==> config.mk <==
export PLATFORM = sky130hd
export DESIGN_NAME = crc32rd_core
export DESIGN_NICKNAME = d
export VERILOG_FILES = /design/src/hw/rtl/crc32rd_pkg.sv /design/src/hw/rtl/crc32rd_core.sv
export SDC_FILE = /design/constraint.sdc
export NUM_CORES = 1
export LEC_CHECK = 0
export ABC_AREA = 1
export BUFFER_PORTS_ARGS = -buffer_cell sky130_fd_sc_hd__buf_2
export CAP_MARGIN = 15
export CORE_ASPECT_RATIO = 2
export CORE_MARGIN = 2
export CORE_UTILIZATION = 62
export CTS_CLUSTER_SIZE = 40
export DETAILED_ROUTE_END_ITERATION = 10
export PLACE_DENSITY = 0.82
export SYNTH_ARGS = -nofsm -noshare
export SYNTH_HDL_FRONTEND = slang
export SYNTH_SLANG_ARGS = --single-unit
==> constraint.sdc <==
create_clock -name clk -period 4 [get_ports clk]
set_input_delay 0.4 -clock clk [delete_from_list [all_inputs] [get_ports clk]]
set_output_delay 0.4 -clock clk [all_outputs]
set_load 0.02 [all_outputs]
==> src/hw/rtl/crc32rd_pkg.sv <==
// Shared types, constants and the byte-wide CRC-32 update for the record deframer.
// No dependencies.
package crc32rd_pkg;

  localparam int LEN_W = 26;

  localparam logic [31:0] CRC_POLY = 32'hEDB88320;
  localparam logic [31:0] CRC_INIT = 32'hFFFFFFFF;
  localparam logic [31:0] MIN_LEN  = 32'd4;
  localparam logic [LEN_W-1:0] MAX_LEN_RESET = LEN_W'(33554432);

  typedef logic [2:0] status_t;
  localparam status_t ST_BUSY      = 3'd0;
  localparam status_t ST_GOOD      = 3'd1;
  localparam status_t ST_BAD_LEN   = 3'd2;
  localparam status_t ST_CRC_ERR   = 3'd3;
  localparam status_t ST_TRUNCATED = 3'd4;
  localparam status_t ST_CLEAN_END = 3'd5;

  typedef struct packed {
    logic             valid;
    logic [7:0]       payload_byte;
    logic             payload_valid;
    logic             last;
    status_t          status;
    logic [LEN_W-1:0] record_length;
  } result_t;

  // Reflected CRC-32, one byte.
  function automatic logic [31:0] crc_byte(input logic [31:0] c_in, input logic [7:0] v);
    logic [31:0] c;
    c = c_in ^ {24'd0, v};
    for (int k = 0; k < 8; k++) begin
      c = c[0] ? ((c >> 1) ^ CRC_POLY) : (c >> 1);
    end
    return c;
  endfunction

endpackage

==> src/hw/rtl/crc32rd_core.sv <==
// Header parsing, length check, running CRC and record sequencing; one byte per transfer.
// Depends on crc32rd_pkg.
module crc32rd_core
  import crc32rd_pkg::*;
(
  input  logic             clk,
  input  logic             rst,
  input  logic             cfg_wr_en,
  input  logic [LEN_W-1:0] cfg_wr_data,
  input  logic             acc,
  input  logic             kind,
  input  logic [7:0]       data_byte,
  output result_t          res
);

  localparam logic [1:0] PH_LEN  = 2'd0;
  localparam logic [1:0] PH_CRC  = 2'd1;
  localparam logic [1:0] PH_PAY  = 2'd2;
  localparam logic [1:0] PH_HALT = 2'd3;

  logic [LEN_W-1:0] max_len;
  logic [1:0]       phase, phase_next;
  logic [1:0]       hdr_cnt, hdr_cnt_next;
  logic [31:0]      length_word, length_word_next;
  logic [31:0]      expected_crc, expected_crc_next;
  logic [31:0]      running_crc, running_crc_next;
  logic [LEN_W-1:0] bytes_left, bytes_left_next;

  logic [31:0]      byte_sh;
  logic [31:0]      lw_new;
  logic [31:0]      crc_new;
  logic [LEN_W-1:0] left_dec;
  logic             len_bad;
  logic [LEN_W-1:0] len_sat;
  logic [LEN_W-1:0] cur_len;

  assign byte_sh  = {24'd0, data_byte} << {hdr_cnt, 3'b000};
  assign lw_new   = length_word | byte_sh;
  assign crc_new  = crc_byte(running_crc, data_byte);
  assign left_dec = bytes_left - LEN_W'(1);
  assign len_bad  = (lw_new < MIN_LEN) || (lw_new > {{(32-LEN_W){1'b0}}, max_len});
  assign len_sat  = (|lw_new[31:LEN_W]) ? {LEN_W{1'b1}} : lw_new[LEN_W-1:0];
  assign cur_len  = length_word[LEN_W-1:0];

  always_comb begin
    phase_next        = phase;
    hdr_cnt_next      = hdr_cnt;
    length_word_next  = length_word;
    expected_crc_next = expected_crc;
    running_crc_next  = running_crc;
    bytes_left_next   = bytes_left;
    res               = '0;

    if (phase != PH_HALT) begin
      if (kind) begin
        res.valid = 1'b1;
        res.last  = 1'b1;
        if (phase == PH_LEN && hdr_cnt == 2'd0) begin
          res.status = ST_CLEAN_END;
        end else begin
          res.status        = ST_TRUNCATED;
          res.record_length = (phase == PH_LEN) ? '0 : cur_len;
          phase_next        = PH_HALT;
        end
      end else begin
        case (phase)
          PH_LEN: begin
            length_word_next = lw_new;
            hdr_cnt_next     = hdr_cnt + 2'd1;
            if (hdr_cnt == 2'd3) begin
              if (len_bad) begin
                res.valid         = 1'b1;
                res.last          = 1'b1;
                res.status        = ST_BAD_LEN;
                res.record_length = len_sat;
                phase_next        = PH_HALT;
              end else begin
                phase_next        = PH_CRC;
                expected_crc_next = '0;
              end
            end
          end
          PH_CRC: begin
            expected_crc_next = expected_crc | byte_sh;
            hdr_cnt_next      = hdr_cnt + 2'd1;
            if (hdr_cnt == 2'd3) begin
              phase_next       = PH_PAY;
              running_crc_next = CRC_INIT;
              bytes_left_next  = cur_len;
            end
          end
          PH_PAY: begin
            running_crc_next  = crc_new;
            bytes_left_next   = left_dec;
            res.valid         = 1'b1;
            res.payload_byte  = data_byte;
            res.payload_valid = 1'b1;
            res.record_length = cur_len;
            if (left_dec == '0) begin
              res.last = 1'b1;
              if ((crc_new ^ CRC_INIT) == expected_crc) begin
                res.status        = ST_GOOD;
                phase_next        = PH_LEN;
                hdr_cnt_next      = 2'd0;
                length_word_next  = '0;
                expected_crc_next = '0;
                running_crc_next  = CRC_INIT;
              end else begin
                res.status = ST_CRC_ERR;
                phase_next = PH_HALT;
              end
            end else begin
              res.status = ST_BUSY;
            end
          end
          default: begin
            phase_next = PH_HALT;
          end
        endcase
      end
    end
  end

  always_ff @(posedge clk) begin
    if (rst) begin
      max_len      <= MAX_LEN_RESET;
      phase        <= PH_LEN;
      hdr_cnt      <= 2'd0;
      length_word  <= '0;
      expected_crc <= '0;
      running_crc  <= CRC_INIT;
      bytes_left   <= '0;
    end else begin
      if (cfg_wr_en) begin
        max_len <= cfg_wr_data;
      end
      if (acc) begin
        phase        <= phase_next;
        hdr_cnt      <= hdr_cnt_next;
        length_word  <= length_word_next;
        expected_crc <= expected_crc_next;
        running_crc  <= running_crc_next;
        bytes_left   <= bytes_left_next;
      end
    end
  end

endmodule

==> flow_summary_export.csv <==
group,metric,value,unit
outcome,outcome,"completed",
global_route,grt.overflow.total,0,
clock_network,htree_levels,4,
synth,synthArstFlopShare,0,%
timing,report.final.slew_viol_count,0,
route,vias,13600,
timing,hold_violations,0,
route,drt_iter0_drc,1152,
worst_setup_path,required,3.60,ns
cells_and_area,antennaDiodeCount,0,
synth,yosysWarnings,0,
floorplanning,die_y,195,um
route,wl,44.1,mm
timing,fin_crit,3.91,ns
synth,synth_ff_type,"dfxtp_1",
cells_and_area,drive_above_1_share,12.1,%
global_route,globalRouteTotalUtil,44.6,%
synth,syn-cell-area,11300,um^2
route,firstDrtPassIters,6,
synth,synth_edf_count,0,
power_and_ir_drop,p_total,5090,uW
global_route,grt_max_degree,74,
clock_network,holdBufCountCts,0,
worst_setup_path,crit_fanout,11,
floorplanning,io_pins,79,
synth,ys_seq_area_share,27.0,%
synth,synth_nets,2002,
power_and_ir_drop,leakagePower,0.00628,uW
min_path,hold_path.class,"in2reg",
placement,place.gp.congestion,1.05,
route,ant_nets,0,
route,met3_length,3.76,mm
placement,dpl.hpwl,31.9,mm
power_and_ir_drop,ir_drop,0.290,mV
job,maxCapViolations,0,
floorplanning,num_rows,69,
route,wl_per_cell,19.9,um
worst_setup_path,critPathArrivalTime,3.51,ns
timing,slew_headroom,39.2,%
timing,fin_crit_sh,97.7,%
floorplanning,core,17800,um^2
cells_and_area,fin_nets,2060,
synth,yosysTopAreaCellShare,27.0,%
placement,portBuffers,78,
worst_setup_path,critical_path_class,"reg2out",
timing,hold_ws,0.174,ns
synth,synth.avg_cell_area,5.83,um^2
timing,clock_skew,0.0129,ns
clock_network,clk_pin_slew,0.06,ns
cells_and_area,fillers,1618,
route,met1_length,14.2,mm
cells_and_area,utilization,71.6,%
clock_network,clock_latency,0.44,ns
synth,yosys.area.top_type,"dfxtp_1",
floorplanning,start_util,63.4,%
floorplanning,dieArea,19300,um^2
route,vias_per_cell,6.15,
clock_network,cts_buffers,17,
global_route,grt_pass1_wl,66.4,mm
global_route,grt_pass1_vias,12400,
clock_network,cts_tree,"yes",
timing,worst_pin_slew,0.913,ns
synth,synth_area_leaders,"dfxtp_1 (27%), nand2_1 (21%), a21oi_1 (8.0%), nand3_1 (7.1%), nor2_1 (6.4%)",
synth,synth_cells,1933,
clock_network,clockBufferDepth,2,
worst_setup_path,end_kind,"output port",
floorplanning,die_x,99.3,um
synth,ys_ff_latch,152,
route,drcViolationCount,0,
timing,fmax,256,MHz
synth,synthDistinctLibCells,41,
power_and_ir_drop,power_density,399,nW/um^2
route,wl_met2,21.0,mm
route,highest_layer,"met4",
clock_network,cts-root-buf,"clkbuf_16",
global_route,grt_antenna_before_repair,0,
clock_network,cts_sinks,152,
worst_setup_path,critPathLaunchType,"flip-flop",
cells_and_area,syn_to_final_growth,13.0,%
timing,setup_violations,0,
[cell type report]
class | instances | area (um^2) | area share [%]
sequential | 152 | 3050 | 23.9
inverter | 204 | 773 | 6.07
clock inverter | 10 | 118 | 0.923
timing repair buffer | 136 | 921 | 7.23
multi-input combinational | 1479 | 7140 | 56.0
clock buffer | 22 | 474 | 3.72
timing repair inverter | 1 | 6.26 | 0.0491
tap | 213 | 267 | 2.09
[Yosys cell counts, types with 2 or more instances]
cell type and number:
nand2_1 622, nor2_1 193, inv_1 191, a21oi_1 181, nand3_1 160, dfxtp_1 152
o21ai_0 124, clkbuf_1 63, nand4_1 34, ha_1 30, o211ai_1 26, a221oi_1 17
nand2_2 16, nor3_1 16, buf_2 15, buf_6 12, inv_2 11, xor2_1 10
nand3b_1 8, nor2_2 8, buf_4 7, o21ai_1 7, nor4_1 4, a31oi_1 3
xnor2_1 3, a211oi_1 2, clkinv_1 2, nor2_4 2, o221a_2 2
[sequential cells by signal, summed over array words and instances, names as in the netlist]
signal and count:
max_len 26, running_crc 32, length_word 32, expected_crc 32, phase 2, bytes_left 26
hdr_cnt 2
[logic make-up (layout without fill, tap and decap cells)]
kind of cell,count (synthesis),count (layout),synth area share [%]
AOI/OAI and AO/OA,367,367,17.8
xor gates and xnor gates,13,13,1.01
adders and majority gates,30,30,3.33
buffers and inverters,303,373,11.3
DFF,152,152,27.0
and+or+nand+nor,1068,1069,39.6
[per-stage QoR]
| step | setup slack [ns] | instance area (um^2) | setup TNS (ns) | cells |
|---|---|---|---|---|
| floorplan | 0.682 | 11300 | 0 | 1933 |
| detailed placement | -0.0790 | 11800 | -1.10 | 2176 |
| finish | 0.0907 | 12700 | 0 | 2217 |
| CTS | 0.0473 | 12500 | 0 | 2214 |
| global route | -0.0318 | 12700 | -0.118 | 2217 |
| global placement | 0.00763 | 11800 | 0 | 2176 |
[metal layers]
metal  up-vias  global-route usage [%]
li1       6407                       -
met5         -                       0
met2       812                    75.2
met3       291                    9.31
met1      6129                    44.3
met4         0                    41.6
[cells in the final DEF, fill, tap and decap left out, types with 4 or more instances in the layout]
master      instances
nand2_2            19
nand3_1           150
nor2_1            190
ha_1               30
clkbuf_16          19
inv_2              12
inv_1             189
o21ai_1             7
o211ai_1           26
nor2_4              4
nor2_2             10
buf_2              74
xor2_1             10
dfxtp_1           150
nand3b_1            8
nand2_1           618
nand3_2            10
nor3_1              6
a221oi_1           17
clkinvlp_4          4
nand4_1            34
nor4_1              4
o21ai_0           124
nor3_2              4
nor3_4              6
a21oi_1           181
buf_4              56
buf_12              4
[worst paths after layout]
| check | startpoint | endpoint | slack [ns] | cells after the start |
|---|---|---|---|---|
| max reg2reg | running_crc[1] | expected_crc[29] | 0.26 | 20 |
| max | running_crc[1] | res[27] | 0.09 | 18 |
| min reg2reg | max_len[8] | max_len[8] | 0.47 | 2 |
| min | cfg_wr_data[25] | max_len[25] | 0.17 | 3 |
[critical path, stage by stage, from the launching register on]
cell,delay (ns)
dfxtp_1,0.44
inv_1,0.10
nand2_1,0.08
nand2_2,0.17
nand2_1,0.13
nand2_1,0.40
nand2_1,0.20
nand2_1,0.08
inv_1,0.10
nand2_1,0.05
nand2_1,0.09
nand2_1,0.14
nor2_1,0.13
nand3_1,0.21
nor2_2,0.18
nand3_1,0.19
nand3_1,0.12
a21oi_1,0.07
buf_2,0.18
[power breakdown]
group	switching [uW]	internal [uW]
Combinational	1250	522
Sequential	64.9	1590
Clock	689	970
Total	2000	3080
[what timing repair did]
| item | 4_1_cts | 5_1_grt |
|---|---|---|
| pin swaps | 2 | 3 |
| resized for setup | 6 | 42 |
| setup buffers | 5 | 0 |
| endpoints found under the setup margin | 28 | 28 |
| cloned | 1 | 3 |
No activity file was read; power rests on OpenSTA's default activity.
